[config.mk]
export PLATFORM = sky130hd
export DESIGN_NAME = pafm_ctrl
export DESIGN_NICKNAME = d
export VERILOG_FILES = /design/src/rtl/pafm_pkg.sv /design/src/rtl/pafm_ctrl.sv
export SDC_FILE = /design/constraint.sdc
export NUM_CORES = 1
export LEC_CHECK = 0
export BUFFER_PORTS_ARGS = -buffer_cell sky130_fd_sc_hd__buf_4
export CORE_AREA = 2 2 39 41
export CTS_CLUSTER_SIZE = 20
export DETAILED_ROUTE_END_ITERATION = 6
export DIE_AREA = 0 0 41 43
export PLACE_DENSITY_LB_ADDON = 0.12
export SLEW_MARGIN = 30
export SYNTH_ARGS = -nofsm -noshare
export SYNTH_HDL_FRONTEND = slang
export SYNTH_SLANG_ARGS = --single-unit
[constraint.sdc]
create_clock -name aclk -period 1.04 [get_ports aclk]
set_input_delay 0.312 -clock aclk [delete_from_list [all_inputs] [get_ports aclk]]
set_output_delay 0.312 -clock aclk [all_outputs]
set_load 0.05 [all_outputs]
[src/rtl/pafm_pkg.sv]
package pafm_pkg;

    // operation codes
    localparam logic [1:0] FUNC_EVAL  = 2'd0;
    localparam logic [1:0] FUNC_ADD   = 2'd1;
    localparam logic [1:0] FUNC_CLEAR = 2'd2;

    // rule direction
    localparam logic [1:0] DIR_BOTH = 2'd2;

    // stored protocol classes
    localparam logic [1:0] CLS_ALL  = 2'd0;
    localparam logic [1:0] CLS_TCP  = 2'd1;
    localparam logic [1:0] CLS_UDP  = 2'd2;
    localparam logic [1:0] CLS_ICMP = 2'd3;

    // IPv4 protocol numbers
    localparam logic [7:0] PROTO_TCP  = 8'd6;
    localparam logic [7:0] PROTO_UDP  = 8'd17;
    localparam logic [7:0] PROTO_ICMP = 8'd1;

    localparam logic [5:0] PREFIX_MAX = 6'd32;

    // rule flag bits
    localparam int FL_SRC_RANGE = 0;
    localparam int FL_DST_RANGE = 1;
    localparam int FL_DENY      = 2;

    // packet flag bits
    localparam int PF_IPV4 = 0;
    localparam int PF_L4   = 1;

    typedef enum logic [1:0] {
        ST_IDLE,
        ST_EVAL,
        ST_DONE
    } state_t;

    typedef struct packed {
        logic [31:0] src_ip;
        logic [31:0] dst_ip;
        logic [15:0] src_port_low;
        logic [15:0] src_port_high;
        logic [15:0] dst_port_low;
        logic [15:0] dst_port_high;
        logic [1:0]  direction;
        logic [1:0]  proto_cls;
        logic [5:0]  src_prefix_len;
        logic [5:0]  dst_prefix_len;
        logic [2:0]  flags;
    } rule_t;

    // controller -> datapath
    typedef struct packed {
        logic accept;
        logic rd_next;
        logic set_hit;
        logic load_out;
    } cmd_t;

    // datapath -> controller
    typedef struct packed {
        logic is_eval;
        logic count_zero;
        logic match;
        logic scan_end;
        logic out_free;
    } sts_t;

    // length is saturated to 32 on write; 0 gives an all-zero mask
    function automatic logic [31:0] prefix_mask(input logic [5:0] len);
        prefix_mask = ~(32'hFFFF_FFFF >> len);
    endfunction

endpackage

[src/rtl/pafm_ctrl.sv]
module pafm_ctrl
    import pafm_pkg::*;
(
    input  logic aclk,
    input  logic aresetn,
    input  logic s_valid,
    output logic s_ready,
    input  sts_t sts,
    output cmd_t cmd
);

    state_t state_reg, state_next;

    always_ff @(posedge aclk) begin
        if (!aresetn) begin
            state_reg <= ST_IDLE;
        end else begin
            state_reg <= state_next;
        end
    end

    always_comb begin
        state_next = state_reg;
        case (state_reg)
            ST_IDLE: begin
                if (s_valid) begin
                    state_next = (sts.is_eval && !sts.count_zero) ? ST_EVAL : ST_DONE;
                end
            end
            ST_EVAL: begin
                if (sts.match || sts.scan_end) begin
                    state_next = ST_DONE;
                end
            end
            ST_DONE: begin
                if (sts.out_free) begin
                    state_next = ST_IDLE;
                end
            end
            default: state_next = ST_IDLE;
        endcase
    end

    always_comb begin
        cmd     = '0;
        s_ready = 1'b0;
        case (state_reg)
            ST_IDLE: begin
                s_ready    = 1'b1;
                cmd.accept = s_valid;
            end
            ST_EVAL: begin
                // data on the RAM port is the rule before idx
                cmd.set_hit = sts.match;
                cmd.rd_next = !sts.match && !sts.scan_end;
            end
            ST_DONE: begin
                cmd.load_out = sts.out_free;
            end
            default: ;
        endcase
    end

endmodule

After elaboration in Yosys (flattened, before gate mapping) --
Index checks and enable logic that the tools add are counted.
Word-level totals: register bits after elaboration 2, input bits 8, output and inout bits 5, logic and storage cells 23
Cells by class: eq/ne operators 5, mux-type cells 9, reductions and logical operators 8
Operators with widths (number):
- $mux 2 | 5
- $ne 2x2->1 const B | 3
- $pmux 2 s3 | 1
- $logic_not 1->1 | 3
- $mux 1 | 3
- $reduce_and 3->1 | 1
- $eq 2x1->1 const B | 1
- $eq 2x2->1 const B | 1
- $logic_and 1x1->1 | 2
- $logic_not 2->1 | 1
- $logic_or 1x1->1 | 1

Logic depth before layout (Yosys ltp) --
Gate-level depths: netlist of the first run.
depth after elaboration 5, depth in mapped cells 3, gate-level depth less buffers 3

Least setup slack after synthesis of the first run --
Ideal clock, no wire load.
kind register to output, start register state_reg[1], end output port cmd[3] (netlist bit), arrival time 1326 ps, required time 728 ps, slack -598 ps, stages on the path, launching flop included 3, cells stage by stage dfxtp_1 -> nor2_2 -> and2_1
RTL lines:
- start: declaration | line pafm_ctrl.sv:12 | state_t state_reg, state_next;
- start signal: assignment | line pafm_ctrl.sv:18 | state_reg <= state_next;
- end: declaration | line pafm_ctrl.sv:9 | output cmd_t cmd

==> qor.yml, run 1 <==
placement:
  placed_cell_area_um2: 284
  portBuffers: 12
  place_congestion: 0.549
  place_hpwl_um: 340
synth:
  synth.area.top_cells: "dfxtp_1 (28%), nor4b_4 (17%), nor4bb_2 (11%)"
  synth_area_um2: 144
  synth_area_per_cell_um2: 10.3
  yosysTopAreaCell: "dfxtp_1"
  syn-num-nets: 22
  ys_warn_count: 0
  ys_ff_latch: 2
  ys_types: 13
  netlist_instances: 14
  synth_top_cell_area_share: 0.278
  yosysSeqAreaShare: 0.278
final_layout:
  final_area_um2: 379
  drive_gt1_frac: 0.824
  layout_commonest_cell: "buf_4"
  area_delta_synth_final_pct: 163
  final_cell_mix: "buf_4 (10), clkbuf_4 (3), buf_6 (3), buf_8 (3)"
  n_fill_cell: 165
  layout.nets: 43
  antenna_cells: 0
  largest_reg_flops: 2
sta:
  finalHoldViolations: 0
  fin_crit_sh: 1.30
  setup_violations: 5
  final_max_slew_viol_count: 0
  tns_ps: -1270
  maxSlewHeadroom: 0.834
  min_period_ps: 1350
  max_freq_mhz: 741
  timing.final.ws_setup_ps: -309
  grt_setup_unrepaired: "yes"
  final.setup_skew_ps: 6.94
  tightest_slew_ps: 245
die:
  dieArea_um2: 1760
  io_pins: 13
  die_y_um: 43
  std_cell_rows: 14
  die_x_um: 41
  start_util: 0.104
  core-area_um2: 1380
power:
  p_per_area_nw_per_um2: 1170
  p_leak_uw: 0.000163
  vdd_drop_max_v: 0.000515
status:
  violations: "negative setup slack"
  status: "finished, violations left"
clocking:
  cts_root_buffer: "clkbuf_4"
  cts_tree: "yes"
  cts.clk_slew.worst_paths_ps: 30
  clock_latency_ps: 230
  htree_levels: 1
  postCtsHoldBufs: 0
  numCtsBuffers: 3
  cts_buffer_depth: 2
  clock-sinks: 2
global_route:
  grt_pass1_wl_um: 745
  antenna_found_initial: 0
  grt_pass1_vias: 202
  grt_max_degree: 7
  track_usage: 0.0660
  gr-total-overflow: 0
critical_path:
  cp-end-kind: "primary output"
  crit_type: "flop to primary output"
  startpoint_type: "flop"
  reg2regPathDepth: 3
  worstPathRequired_ps: 730
  path_max_fanout: 6
  worst_ep_arrival_time_ps: 1040
route:
  antenna_left: 0
  num_vias: 181
  finalWirelength_um: 426
  wl_per_cell_um: 8.52
  drtPass1Iterations: 1
  drcViolationCount: 0
  post_drt_via_cell_ratio: 3.62
  drt_iter0_markers: 0
flow_run:
  drv_cap: 0
min_path:
  hold_path_depth: 2
  hold_class: "primary input to flop"
## Yosys cell counts
master,instances
nor2_1,1
and3b_1,1
nor2_2,1
and2_1,1
a21boi_1,1
dfxtp_1,2
o21a_1,1
nor4bb_2,1
o21ai_0,1
nand2b_1,1
nor4b_4,1
nand2_1,1
nor4b_1,1
## kinds of logic after synthesis
family | Yosys count | synth area share
simple gates | 9 | 0.583
flops | 2 | 0.278
compound gates | 3 | 0.139
## metal layers
metal	GRT usage	part of all wire
met5	0	0
met4	0.0800	0
met2	0.103	0.64
met3	0.0157	0.061
met1	0.0571	0.30
## what timing repair did
item,CTS,global route
endpoints found under the setup margin,5,6
setup buffers,1,1
pin swaps,0,3
gates resized for setup,9,5
## worst paths after layout
check | slack (ps) | from | end
worst max-delay path | -310 | state_reg[0] | cmd[2]
worst min-delay path | 310 | aresetn | state_reg[0]
worst max register to register | 30 | state_reg[0] | state_reg[1]
worst min register to register | 630 | state_reg[0] | state_reg[0]
## metrics by stage
step                power, uW  setup slack [ps]   util  hold WS [ps]  cells
finish                    443              -309  0.274           309     50
floorplan                 162              -297      -           429     14
detailed placement        211              -227  0.205           540     44
global route              471              -377  0.274           310     50
CTS                       435              -329  0.252           297     49
global placement          211              -212  0.205           538     44
## critical path: stages (launching register included)
cell	delay, ps
dfxtp_4	370
nor4b_4	240
buf_6	200
## final cells by class
| cell class | instances | area, um^2 | area share |
|---|---|---|---|
| Clock buffer | 4 | 26.3 | 0.0693 |
| Multi-Input combinational cell | 12 | 131 | 0.347 |
| Tap cell | 16 | 20.0 | 0.0528 |
| Sequential cell | 2 | 47.5 | 0.125 |
| Timing Repair Buffer | 16 | 154 | 0.406 |
## power breakdown
part | switching (uW) | leakage [uW] | internal [uW]
sequential | 11.8 | 0.0000178 | 81.1
combinational | 72.9 | 0.000130 | 86.9
clock | 48.1 | 0.0000150 | 143
No activity file was read; power rests on OpenSTA's default activity.
==> run 2, diff against run 1 <==
Clock period 1.04 ns to 1.73 ns, I/O delays scaled along.
==> qor.yml, run 2 (synthesis results as in run 1) <==
status:
  status: "finished, final reports clean"  # was finished, violations left
sta:
  final.setup_skew_ps: 2.03  # was 6.94 ps
  tightest_slew_ps: 290  # was 245 ps
  finalHoldViolations: 0  # unchanged
  timing.final.ws_setup_ps: 73.2  # was -309 ps
  max_freq_mhz: 604
  setup_violations: 0  # was 5
  grt_setup_unrepaired: "no"  # was yes
  min_period_ps: 1660
  maxSlewHeadroom: 0.806  # was 0.834
  fin_crit_sh: 0.958
  final_max_slew_viol_count: 0  # unchanged
  tns_ps: 0  # was -1270 ps
critical_path:
  worstPathRequired_ps: 1210  # was 730 ps
  worstReg2RegStart: "state_reg[1]"  # was state_reg[0]
  path_cells: "nor4b_4 > buf_6"  # unchanged
  startpoint_type: "flop"  # unchanged
  slowest_delay_ps: 380  # was 370 ps
  r2r_slack_ps: 670  # was 30 ps
  slowest_stage: "dfxtp_1"  # was dfxtp_4
  cp_num_buf_inv: 1  # unchanged
  path_max_fanout: 6  # unchanged
  crit_type: "flop to primary output"  # unchanged
  cp_top_family: "flip-flops"  # unchanged
  crit_start: "state_reg[1]"  # was state_reg[0]
  worst_ep_arrival_time_ps: 1140  # was 1040 ps
  reg2reg_to: "state_reg[1]"  # unchanged
  cp-end-kind: "primary output"  # unchanged
  reg2regPathDepth: 3  # unchanged
route:
  routedLengthMet1_um: 115  # was 127 um
  met3_length_um: 47  # was 26 um
  drtPass1Iterations: 1  # unchanged
  num_vias: 165  # was 181
  post_drt_via_cell_ratio: 3.59  # was 3.62
  drcViolationCount: 0  # unchanged
  antenna_left: 0  # unchanged
  wl_per_cell_um: 8.67  # was 8.52 um
  finalWirelength_um: 399  # was 426 um
  highest_layer: "met3"  # unchanged
  drt_iter0_markers: 0  # unchanged
  routed-wl-met2_um: 236  # was 273 um
power:
  total_power_uw: 226  # was 443 uW
  p_per_area_nw_per_um2: 760  # was 1170 nW/um^2
  vdd_drop_max_v: 0.000170  # was 0.000515 V
  p_leak_uw: 0.000133  # was 0.000163 uW
final_layout:
  final_cell_mix: "buf_4 (12), clkbuf_4 (3)"  # was buf_4 (10), clkbuf_4 (3), buf_6 (3), buf_8 (3)
  largest_reg_flops: 2  # unchanged
  layout_commonest_cell: "buf_4"  # unchanged
  area_delta_synth_final_pct: 107  # was 163%
  layout.nets: 40  # was 43
  final_area_um2: 298  # was 379 um^2
  antenna_cells: 0  # unchanged
  n_fill_cell: 154  # was 165
  drive_gt1_frac: 0.733  # was 0.824
die:
  std_cell_rows: 14  # unchanged
  start_util: 0.104  # unchanged
  io_pins: 13  # unchanged
  dieArea_um2: 1760  # unchanged
  die_y_um: 43  # unchanged
  die_x_um: 41  # unchanged
  core-area_um2: 1380  # unchanged
placement:
  place_congestion: 0.538  # was 0.549
  placed_cell_area_um2: 270  # was 284 um^2
  pre_cts_ws_ps: 55.3  # was -227 ps
  portBuffers: 12  # unchanged
clocking:
  cts.clk_slew.worst_paths_ps: 30  # about the same
  postCtsHoldBufs: 0  # unchanged
  htree_levels: 1  # unchanged
  clock-sinks: 2  # unchanged
  clock_latency_ps: 220  # was 230 ps
  postCtsSetupBuffers: 0  # was 1
  numCtsBuffers: 3  # unchanged
  cts_buffer_depth: 2  # unchanged
  cts_tree: "yes"  # unchanged
  cts_root_buffer: "clkbuf_4"  # unchanged
global_route:
  track_usage: 0.0541  # was 0.0660
  antenna_found_initial: 0  # unchanged
  grt_pass1_wl_um: 558  # was 745 um
  grt_max_degree: 7  # unchanged
  gr-total-overflow: 0  # unchanged
  grt_pass1_vias: 158  # was 202
min_path:
  hold_class: "primary input to flop"  # unchanged
  hold_end: "state_reg[0]"  # unchanged
  hp-start: "aresetn"  # unchanged
  hold_path_depth: 2  # unchanged
flow_run:
  drv_cap: 0  # unchanged
run 2: cell count changes in the layout (fill, tap and decap cells not counted), sizes merged:
cell / change
buf: -3
clkbuf: -1
run 2: worst reg2reg max path: cells and delay by family, from the launching register on:
family / cells / cell delay [ps]
AND/OR/NAND/NOR: 2 / 350
buffers and inverters: 1 / 150
flip-flops: 1 / 470
run 2: routing by layer:
metal  track usage  vias up
li1              -       85
met1        0.0350       74
met2        0.0875        6
met3        0.0314        0
met4        0.0600        0
met5             0        -
run 2: cell type report:
class / instances / area, um^2 / area share
tap: 16 / 20.0 / 0.0672
timing repair buffer: 13 / 101 / 0.340
sequential: 2 / 41.3 / 0.139
clock buffer: 3 / 22.5 / 0.0756
multi-input combinational: 12 / 113 / 0.378
run 2: worst max path at each step:
stage	end	slack, ps	depth (start not counted)
6_report	cmd[2]	70	2
3_5_place_dp	cmd[2]	60	3
3_3_place_gp	cmd[2]	80	3
5_1_grt	cmd[2]	20	2
2_1_floorplan	cmd[2]	-6	1
4_1_cts	cmd[2]	20	2
run 2: report_power, final:
| part | total, uW | switching (uW) | internal [uW] |
|---|---|---|---|
| Clock | 102 | 25.7 | 76.4 |
| Combinational | 67.5 | 37.0 | 30.5 |
| Sequential | 56.5 | 6.79 | 49.7 |
run 2: timing repair:
action,in CTS,in global routing
resized for setup,1,1
gates cloned,0,0
setup endpoints to repair,1,1
run 2: through the flow:
step / std cells / hold slack, ps / util
2_1_floorplan: 14 / 637 / -
3_3_place_gp: 43 / 740 / 0.195
3_5_place_dp: 43 / 733 / 0.195
4_1_cts: 46 / 500 / 0.212
5_1_grt: 46 / 516 / 0.215
6_report: 46 / 506 / 0.215
